==> config.mk <==
export PLATFORM = sky130hd
export DESIGN_NAME = lzsd_front
export DESIGN_NICKNAME = d
export VERILOG_FILES = /design/src/hw/rtl/lzsd_pkg.sv /design/src/hw/rtl/lzsd_front.sv
export SDC_FILE = /design/constraint.sdc
export NUM_CORES = 2
export LEC_CHECK = 0
export BUFFER_PORTS_ARGS = -buffer_cell sky130_fd_sc_hd__clkbuf_2
export CORE_MARGIN = 8
export CORE_UTILIZATION = 36
export CTS_CLUSTER_DIAMETER = 100
export DETAILED_ROUTE_END_ITERATION = 8
export GPL_TIMING_DRIVEN = 0
export PLACE_DENSITY = 0.5
export SETUP_SLACK_MARGIN = 0.1
export SLEW_MARGIN = 10
export SYNTH_ARGS = -nofsm -noshare
export SYNTH_HDL_FRONTEND = slang
export SYNTH_SLANG_ARGS = --single-unit
export TNS_END_PERCENT = 30
==> constraint.sdc <==
create_clock -name i_clk -period 17.3 [get_ports i_clk]
set_input_delay 3.46 -clock i_clk [delete_from_list [all_inputs] [get_ports i_clk]]
set_output_delay 3.46 -clock i_clk [all_outputs]
set_load 0.01 [all_outputs]
==> src/hw/rtl/lzsd_pkg.sv <==
package lzsd_pkg;

    // Widest history address: the window must not exceed 2^24 bytes; the block itself does not enforce it.
    localparam int ADDR_MAX_W = 24;
    localparam int LEN_W      = 25;
    localparam int DIST_W     = 24;
    localparam int FIFO_DEPTH = 4;

    // Token decoding constants.
    localparam logic [7:0] EXT_TWO_BYTES  = 8'hfe;
    localparam logic [7:0] TOKEN_LONG_MIN = 8'd32;
    localparam logic [7:0] TOKEN_LONG_EXT = 8'd31;
    localparam logic [2:0] LIT_EXT_CODE   = 3'd7;
    localparam logic [3:0] MAT_EXT_CODE   = 4'd15;
    localparam logic [LEN_W-1:0] LIT_EXT_BASE  = 25'd7;
    localparam logic [LEN_W-1:0] MAT_EXT_BASE  = 25'd15;
    localparam logic [LEN_W-1:0] LONG_MAT_BASE = 25'd16;
    localparam logic [LEN_W-1:0] LONG_EXT_BASE = 25'd47;

    typedef enum logic [1:0] {
        FN_HEADER  = 2'd0,
        FN_LITERAL = 2'd1,
        FN_COPY    = 2'd2,
        FN_START   = 2'd3
    } t_func;

    typedef enum logic [1:0] {
        PH_HEADER  = 2'd0,
        PH_LITERAL = 2'd1,
        PH_COPY    = 2'd2
    } t_phase;

    typedef enum logic [1:0] {
        ERR_NONE     = 2'd0,
        ERR_DISTANCE = 2'd1,
        ERR_ORDER    = 2'd2
    } t_err;

    // One result as it sits in the output queue.
    typedef struct packed {
        logic             byte_valid;
        logic [7:0]       out_byte;
        t_phase           expect_res;
        logic [LEN_W-1:0] pending;
        t_err             status;
    } t_result;

    // Decoded command handed from the front to the back.
    typedef struct packed {
        logic                  valid;
        logic                  is_copy;
        logic                  collide;
        logic                  wr_en;
        logic [ADDR_MAX_W-1:0] waddr;
        t_result               res;
    } t_cmd;

    // History read request issued by the front.
    typedef struct packed {
        logic                  en;
        logic [ADDR_MAX_W-1:0] addr;
    } t_rd;

    // Base-254 variable length extension.
    function automatic logic [LEN_W-1:0] ext_len(input logic [31:0] raw);
        logic [7:0]  p;
        logic [7:0]  b1;
        logic [7:0]  b2;
        logic [7:0]  b3;
        logic [16:0] hi;
        logic [LEN_W-1:0] val;
        p  = raw[7:0];
        b1 = raw[15:8];
        b2 = raw[23:16];
        b3 = raw[31:24];
        if (p < EXT_TWO_BYTES) begin
            val = LEN_W'(p);
        end else if (p == EXT_TWO_BYTES) begin
            val = LEN_W'(17'(b2) * 17'd254 + 17'(b1));
        end else begin
            hi  = 17'(b3) * 17'd254 + 17'(b2);
            val = LEN_W'(hi) * 25'd254 + LEN_W'(b1);
        end
        return val;
    endfunction

endpackage

==> src/hw/rtl/lzsd_front.sv <==
module lzsd_front
    import lzsd_pkg::*;
#(
    parameter int WINDOW_BYTES = 65536
) (
    input  logic        i_clk,
    input  logic        i_rst_n,
    input  logic        i_accept,
    input  logic [1:0]  i_func,
    input  logic [7:0]  i_token,
    input  logic [31:0] i_lit_ext_raw,
    input  logic [31:0] i_match_ext_raw,
    input  logic [15:0] i_short_offset,
    input  logic [23:0] i_long_offset,
    input  logic [7:0]  i_literal_byte,
    output t_rd         o_rd,
    output t_cmd        o_cmd
);

    localparam int AW = $clog2(WINDOW_BYTES);
    localparam int PW = AW + 1;

    t_phase            r_phase, n_phase;
    logic              r_fault, n_fault;
    logic [31:0]       r_prod, n_prod;
    logic [AW-1:0]     r_wp, n_wp;
    logic [AW-1:0]     r_cp, n_cp;
    logic [DIST_W-1:0] r_lastd, n_lastd;
    logic [LEN_W-1:0]  r_lit, n_lit;
    logic [LEN_W-1:0]  r_mat, n_mat;
    t_cmd              r_cmd, n_cmd;

    logic              emit;
    logic              is_copy;
    logic              do_match;
    t_err              err;
    logic [LEN_W-1:0]  dec_lit;
    logic [LEN_W-1:0]  dec_mat;
    logic [31:0]       dist32;

    // State registers.
    always_ff @(posedge i_clk) begin
        if (!i_rst_n) begin
            r_phase <= PH_HEADER;
            r_fault <= 1'b0;
            r_prod  <= '0;
            r_wp    <= '0;
            r_cp    <= '0;
            r_lastd <= '0;
            r_lit   <= '0;
            r_mat   <= '0;
            r_cmd   <= '0;
        end else begin
            r_phase <= n_phase;
            r_fault <= n_fault;
            r_prod  <= n_prod;
            r_wp    <= n_wp;
            r_cp    <= n_cp;
            r_lastd <= n_lastd;
            r_lit   <= n_lit;
            r_mat   <= n_mat;
            r_cmd   <= n_cmd;
        end
    end

    // Decode the item and work out the next sequence state.
    always_comb begin
        n_phase  = r_phase;
        n_fault  = r_fault;
        n_prod   = r_prod;
        n_wp     = r_wp;
        n_cp     = r_cp;
        n_lastd  = r_lastd;
        n_lit    = r_lit;
        n_mat    = r_mat;
        emit     = 1'b0;
        is_copy  = 1'b0;
        do_match = 1'b0;
        err      = ERR_NONE;
        dec_lit  = '0;
        dec_mat  = '0;
        dist32   = '0;

        if (i_accept) begin
            if (r_fault) begin
                err = ERR_DISTANCE;
            end else begin
                unique case (t_func'(i_func))
                    FN_START: begin
                        n_lastd = '0;
                        n_lit   = '0;
                        n_mat   = '0;
                        n_phase = PH_HEADER;
                    end
                    FN_HEADER: begin
                        if (r_phase != PH_HEADER) begin
                            err = ERR_ORDER;
                        end else begin
                            if (i_token >= TOKEN_LONG_MIN) begin
                                dec_lit = LEN_W'(i_token[2:0]);
                                if (i_token[2:0] == LIT_EXT_CODE) begin
                                    dec_lit = ext_len(i_lit_ext_raw) + LIT_EXT_BASE;
                                end
                                dec_mat = LEN_W'(i_token[6:3]);
                                if (i_token[6:3] == MAT_EXT_CODE) begin
                                    dec_mat = ext_len(i_match_ext_raw) + MAT_EXT_BASE;
                                end
                                if (!i_token[7]) begin
                                    n_lastd = DIST_W'(i_short_offset);
                                end
                            end else if (i_token < TOKEN_LONG_EXT) begin
                                dec_mat = LEN_W'(i_token) + LONG_MAT_BASE;
                                n_lastd = i_long_offset;
                            end else begin
                                dec_mat = ext_len(i_match_ext_raw) + LONG_EXT_BASE;
                                n_lastd = i_long_offset;
                            end
                            n_lit = dec_lit;
                            n_mat = dec_mat;
                            if (dec_lit != '0) begin
                                n_phase = PH_LITERAL;
                            end else begin
                                do_match = 1'b1;
                            end
                        end
                    end
                    FN_LITERAL: begin
                        if (r_phase == PH_COPY) begin
                            err = ERR_ORDER;
                        end else begin
                            emit = 1'b1;
                            if (r_phase == PH_LITERAL) begin
                                n_lit = r_lit - 1'b1;
                                if (n_lit == '0) begin
                                    do_match = 1'b1;
                                end
                            end
                        end
                    end
                    FN_COPY: begin
                        if (r_phase != PH_COPY) begin
                            err = ERR_ORDER;
                        end else begin
                            emit    = 1'b1;
                            is_copy = 1'b1;
                            n_cp    = (r_cp == AW'(WINDOW_BYTES - 1)) ? '0 : r_cp + 1'b1;
                            n_mat   = r_mat - 1'b1;
                            if (n_mat == '0) begin
                                n_phase = PH_HEADER;
                            end
                        end
                    end
                    default: begin
                        err = ERR_ORDER;
                    end
                endcase

                // Every emitted byte advances the produced count and write pointer.
                if (emit) begin
                    n_prod = r_prod + 32'd1;
                    n_wp   = (r_wp == AW'(WINDOW_BYTES - 1)) ? '0 : r_wp + 1'b1;
                end

                // Literals done: check the distance and set up the copy.
                if (do_match) begin
                    dist32 = 32'(n_lastd);
                    if (n_lastd == '0 || dist32 > n_prod
                            || dist32 > 32'(WINDOW_BYTES)) begin
                        n_fault = 1'b1;
                        n_lit   = '0;
                        n_mat   = '0;
                        n_phase = PH_HEADER;
                        err     = ERR_DISTANCE;
                    end else begin
                        if (dist32 > 32'(n_wp)) begin
                            n_cp = AW'({1'b0, n_wp} + PW'(WINDOW_BYTES) - PW'(n_lastd));
                        end else begin
                            n_cp = AW'({1'b0, n_wp} - PW'(n_lastd));
                        end
                        n_phase = (n_mat != '0) ? PH_COPY : PH_HEADER;
                    end
                end
            end
        end

        // Build the command for the back.
        n_cmd                = '0;
        n_cmd.valid          = i_accept;
        n_cmd.is_copy        = is_copy;
        n_cmd.collide        = is_copy && r_cmd.valid && r_cmd.wr_en
                               && (r_cmd.waddr[AW-1:0] == r_cp);
        n_cmd.wr_en          = emit;
        n_cmd.waddr          = ADDR_MAX_W'(r_wp);
        n_cmd.res.byte_valid = emit;
        n_cmd.res.out_byte   = (emit && !is_copy) ? i_literal_byte : 8'd0;
        n_cmd.res.expect_res = n_phase;
        n_cmd.res.pending    = (n_phase == PH_LITERAL) ? n_lit
                             : (n_phase == PH_COPY) ? n_mat : '0;
        n_cmd.res.status     = err;
    end

    assign o_rd.en   = is_copy;
    assign o_rd.addr = ADDR_MAX_W'(r_cp);
    assign o_cmd     = r_cmd;

endmodule

; Word-level counts from Yosys, hierarchy flattened
; Index checks and enable logic that the tools add are counted.
[totals]
ramBits = 0
elab_cells = 192
ff_bits = 204
romBits = 0
in_bits = 125
latch_bits = 0
memories = 0
[classes]
n_mux = 107
n_div = 0
shifts = 0
multipliers = 6
magnitude_cmp = 7
n_addsub = 18
bitwise = 3
n_eq_ne = 15
reduce_logical = 18
[ops]
columns = op, n
row1 = two-way mux 25 bit, 48
row2 = two-way mux 16 bit, 10
row3 = case mux 25 bit (3 select lines), 2
row4 = two-way mux 24 bit, 5
row5 = two-way mux 32 bit, 3
row6 = adder 16 x 8 -> 17 bit, 4
row7 = multiplier 8 x 7 -> 15 bit (second input constant), 4
row8 = adder 25 x 8 -> 25 bit, 2
row9 = logical NOT 25 bit, 2
row10 = nonzero test 25 bit, 2
row11 = subtractor 25 x 1 -> 25 bit (second input constant), 2
row12 = adder 16 x 1 -> 16 bit (second input constant), 3
row13 = multiplier 17 x 7 -> 24 bit (second input constant), 2
row14 = case mux 24 bit (2 select lines), 1
row15 = adder 32 x 1 -> 32 bit (second input constant), 1
row16 = == test 16 bit (second input constant), 2
row17 = greater-than comparator 24 x 32 -> 1 bit, 1
row18 = subtractor 16 bit, 2
row19 = two-way mux 2 bit, 15
row20 = adder 25 x 3 -> 25 bit (second input constant), 1
row21 = adder 25 x 4 -> 25 bit (second input constant), 1
row22 = adder 25 x 6 -> 25 bit (second input constant), 1
row23 = greater-than comparator 24 x 16 -> 1 bit, 1
row24 = greater-than comparator 24 x 17 -> 1 bit (second input constant), 1
row25 = 23 further kinds, 58

; Longest topological paths before layout
[logic_depth]
ltp_word = 31
mapped_depth = 49
depth_no_buf = 46

; Worst setup path after synthesis
; No wires, ideal clock.
[synth_timing]
kind = input-to-reg
startpoint = input i_lit_ext_raw[24]
endpoint = register r_cmd, in the netlist o_cmd[10]
cell_stages = 44
setup_slack_ns = 3.056
arrival_time_ns = 14.127
required_time_ns = 17.183
path_cell_list = inv_1 -> fa_1 -> fa_1 -> fa_1 -> inv_1 -> fa_1 -> ha_1 -> inv_1 -> o21bai_1 -> a21oi_1 -> o21bai_1 -> a21oi_1 -> o21bai_1 -> a21oi_1 -> xnor2_1 -> nand3_1 -> xnor2_1 -> inv_1 -> [8 not listed] -> nand2_1 -> a21o_1 -> a21o_1 -> a211oi_1 -> nand2_1 -> or3_1 -> or4_1 -> a22o_1 -> a2111oi_0 -> a311oi_1 -> a21oi_1 -> a31oi_2 -> nor3_2 -> o22ai_2 -> and2_1 -> buf_4 -> buf_6 -> a22o_1
[synth_via]
elab_chain_len = 31
word_cells_on_any_way = 44
cone_classes = 3 x add/sub / 2 x mul / 2 x eq/ne / 36 x mux / 1 x reduce/logical
[synth_rtl]
columns = element, line_no
row1 = from (decl), lzsd_front.sv:11  ; input logic [31:0] i_lit_ext_raw,
row2 = multiplier 8 x 7 -> 15 bit (*), lzsd_pkg.sv:81  ; hi = 17'(b3) * 17'd254 + 17'(b2);
row3 = adder 16 x 8 -> 17 bit (*), lzsd_pkg.sv:81
row4 = multiplier 17 x 7 -> 24 bit (*), lzsd_pkg.sv:82  ; val = LEN_W'(hi) * 25'd254 + LEN_W'(b1);
row5 = adder 25 x 8 -> 25 bit (*), lzsd_pkg.sv:82
row6 = two-way mux 25 bit (*), lzsd_pkg.sv:78  ; end else if (p == EXT_TWO_BYTES) begin
row7 = two-way mux 25 bit (*), lzsd_pkg.sv:76  ; if (p < EXT_TWO_BYTES) begin
row8 = two-way mux 25 bit (*), lzsd_front.sv:101  ; if (i_token[2:0] == LIT_EXT_CODE) begin
row9 = two-way mux 25 bit (*), lzsd_front.sv:99  ; if (i_token >= TOKEN_LONG_MIN) begin
row10 = [15 not listed], --
row11 = two-way mux 1 bit, lzsd_front.sv:85  ; if (r_fault) begin
row12 = two-way mux 1 bit, lzsd_front.sv:84  ; if (i_accept) begin
row13 = two-way mux 2 bit, lzsd_front.sv:165  ; if (do_match) begin
row14 = two-way mux 2 bit, lzsd_front.sv:85
row15 = two-way mux 2 bit, lzsd_front.sv:84
row16 = == test 2 bit, lzsd_front.sv:198  ; : (n_phase == PH_COPY) ? n_mat : '0;
row17 = two-way mux 25 bit, lzsd_front.sv:198
row18 = two-way mux 25 bit (*), lzsd_front.sv:197  ; n_cmd.res.pending = (n_phase == PH_LITERAL) ? n_lit
row19 = to (signal assigned), lzsd_front.sv:62  ; r_cmd <= n_cmd;
row20 = to (decl), lzsd_front.sv:31  ; t_cmd r_cmd, n_cmd;
; Mark *: on every way between the ends. The rest lies on a longest branch, timed or not. The select of a mux whose other input is x is not followed.
; A chain may end at the register's enable or synchronous reset.

; Final worst setup path
[layout_timing]
startpoint = input i_match_ext_raw[29]
endpoint = register r_cmd, in the netlist o_cmd[13]
[layout_via]
elab_chain_len = 28
word_cells_on_any_way = 41
cone_classes = 4 x add/sub / 2 x mul / 2 x eq/ne / 32 x mux / 1 x reduce/logical
[layout_rtl]
columns = element, line_no
row1 = from (decl), lzsd_front.sv:12  ; input logic [31:0] i_match_ext_raw,
row2 = multiplier 8 x 7 -> 15 bit (*), lzsd_pkg.sv:81
row3 = adder 16 x 8 -> 17 bit (*), lzsd_pkg.sv:81
row4 = multiplier 17 x 7 -> 24 bit (*), lzsd_pkg.sv:82
row5 = adder 25 x 8 -> 25 bit (*), lzsd_pkg.sv:82
row6 = two-way mux 25 bit (*), lzsd_pkg.sv:78
row7 = two-way mux 25 bit (*), lzsd_pkg.sv:76
row8 = "two-way mux 25 bit, on equally long branches", "lzsd_front.sv:111, lzsd_front.sv:105"
row9 = two-way mux 25 bit, lzsd_front.sv:99
row10 = [12 not listed], --
row11 = two-way mux 2 bit, lzsd_front.sv:180  ; n_phase = (n_mat != '0) ? PH_COPY : PH_HEADER;
row12 = two-way mux 2 bit, lzsd_front.sv:167  ; if (n_lastd == '0 || dist32 > n_prod
row13 = two-way mux 2 bit, lzsd_front.sv:165
row14 = two-way mux 2 bit, lzsd_front.sv:85
row15 = two-way mux 2 bit, lzsd_front.sv:84
row16 = == test 2 bit, lzsd_front.sv:198
row17 = two-way mux 25 bit, lzsd_front.sv:198
row18 = two-way mux 25 bit (*), lzsd_front.sv:197
; Marked as above.

==> results.ini <==
[sta]
fin_tns_setup_ns=0
skew_ns=0.0205
fmax_mhz=61.8
relSlewSlack=0.205
hold_viol=0
rsz0062_at_grt=no
setup_violations=0
worstMarginPinSlew_ns=1.18
min_period_over_period=0.936
finalMaxSlewViolations=0
layout_min_cycle_time_ns=16.18

[routing]
wl_per_cell_um=19.3
drtAntennaViolNets=0
wirelength_um=104000
vias_per_cell=5.49
drc=0
dr_wl_met2_um=45800
vias=29483
top_layer_used=met5
drt_iter0_drc=2189
dr.pass1.iters=7
wl_met3_um=5540
wl_met1_um=49700

[finish]
fillerInstances=9066
mostFrequentLayoutCells=428 x inv_1, 315 x nor2_1, 311 x ha_1, 286 x nand2_1, 239 x a21oi_1
final_common_cell=inv_1
drive_gt1_frac=0.0830
finalNetCount=4853
syn_to_final_growth_pct=9.95

[floorplan]
rows=107
dieWidth_um=309
core-area_um2=85100
die_h_um=309
start_util=0.363
dieArea_um2=95500
io_pins=216

[synth]
ys_top_cells_by_area=fa_1 13%, dfxtp_1 13%, ha_1 13%
ys.flop_type=dfxtp_1
async_reset_ff_frac=0
synth_top_area_frac=0.132
synth_cell_types=102
yosys.area.top_type=fa_1
ys_seq_area_frac=0.127
synthCells=3984
synth_area_per_cell_um2=7.75
synth.cell_area_um2=30900
synth-edff-count=0
ys_warn_count=0
synth_seq_cells=196

[global_routing]
grt_pass1_vias=28817
grt_max_degree=19
grt_pass1_wl_um=163000
antenna_found_initial=4
grtUsageTotal=0.212
grt_overflow=0

[clock_network]
cts_setup_buffers=0
clk_pin_slew_ns=0.08
post_cts_resized=0
cts_sinks=196
cts_htree_levels=4
cts-root-buf=clkbuf_16
cts_tree=yes
numCtsBuffers=17
cts_buffer_depth=2
insertion_delay_ns=0.47
hold_buffers=0

[worst_setup_path]
crit_path_frequent_cell=fa_1
cp_max_fo=10
crit_family=adder cells
slowest_stage=a2111oi_1
cp.required_ns=17.68
cp_num_buf_inv=10
critPathArrivalTime_ns=16.56
cp-start-kind=primary input
cp-end-kind=register
max_stage_delay_ns=0.97
critical_path_class=in -> reg

[place]
dp_hpwl_um=86600
gp_congestion=0.915
io_buffers=196

[run_status]
status=finished clean

[job]
drv_cap=0

[worst_hold_path]
min_path_type=reg -> reg

## cells in the mapped netlist, types with 13 or more instances
master and instances:
and3_1 42, nor3b_1 15, a21o_1 69, nand2_1 286, buf_2 16, a22o_1 45
ha_1 311, xor2_1 115, a22oi_1 36, nor4b_1 13, nand2b_1 27, nand4_1 71
or3_1 38, or4_1 22, o21ai_0 221, inv_1 428, nor2_1 315, o31ai_1 26
buf_4 21, nand3_1 111, nor3_1 89, o22ai_1 24, and2_1 50, fa_1 203
and4_1 15, a21oi_1 239, o21a_1 35, o211ai_1 49, or2_2 37, a211oi_1 57
nor4_1 58, xnor2_1 193, nor2b_1 29, o21bai_1 42, dfxtp_1 196, clkbuf_1 130
a31oi_1 31, mux2i_1 30
## path summary, 6_finish.rpt
| kind | endpoint | slack (ns) | depth (start not counted) | startpoint |
|---|---|---|---|---|
| max reg2reg | o_cmd[12]$_SDFF_PN0_ | 9.00 | 23 | o_cmd[27]$_SDFF_PN0_ |
| max | o_cmd[13]$_SDFF_PN0_ | 1.12 | 41 | i_match_ext_raw[29] |
| min | r_lastd[18]$_SDFFE_PN0P_ | 0.49 | 2 | r_lastd[18]$_SDFFE_PN0P_ |
| min reg2reg | r_lastd[18]$_SDFFE_PN0P_ | 0.49 | 2 | r_lastd[18]$_SDFFE_PN0P_ |
## layout make-up
class | count | area (um2) | area share
inverter | 429 | 1610 | 0.0474
clock inverter | 13 | 141 | 0.00416
multi-input combinational | 3198 | 24600 | 0.726
buffer | 176 | 774 | 0.0228
antenna | 2 | 5.00 | 0.000147
tap | 1144 | 1430 | 0.0421
clock buffer | 19 | 453 | 0.0133
timing repair buffer | 196 | 981 | 0.0289
sequential | 196 | 3920 | 0.116
## metal layers
metal / vias to the layer above / GRT usage
met3: 118 / 0.0239
met2: 799 / 0.340
met4: 2 / 0.0584
met5: - / 0
li1: 14588 / -
met1: 13976 / 0.301
## kinds of logic after synthesis
logic type / after synthesis / share of synthesized area
adders and majority gates: 514 / 0.257
and+or+nand+nor: 1263 / 0.208
AOI/OAI and AO/OA: 1060 / 0.231
other: 1 / 0.000121
muxes: 36 / 0.0120
DFF: 196 / 0.127
buffers and inverters: 605 / 0.0772
xor gates and xnor gates: 309 / 0.0878
## per-stage QoR
stage	hold WS (ns)	instances	utilization	area, um2	setup slack [ns]
finish	0.486	5373	0.399	34000	1.12
CTS	0.480	5371	0.399	34000	1.11
floorplan	0.445	3999	-	31000	3.06
detailed placement	0.467	5339	0.392	33400	0.656
global placement	0.459	5339	0.392	33400	0.706
global route	0.499	5371	0.399	34000	0.304
## state kept, by name, indices dropped and copies added (netlist names)
register,cells
r_wp,16
r_lastd,24
o_cmd,57
r_prod,32
r_mat,25
r_lit,25
r_fault,1
r_cp,16
## tightest hold or removal path: stages, from the launching register on
cell     delay (ns)
dfxtp_1        0.33
nand2_1        0.06
a21oi_1        0.05
Power is not shown: default switching activity piles up to over one toggle a cycle in this logic, so the estimate is an artifact.
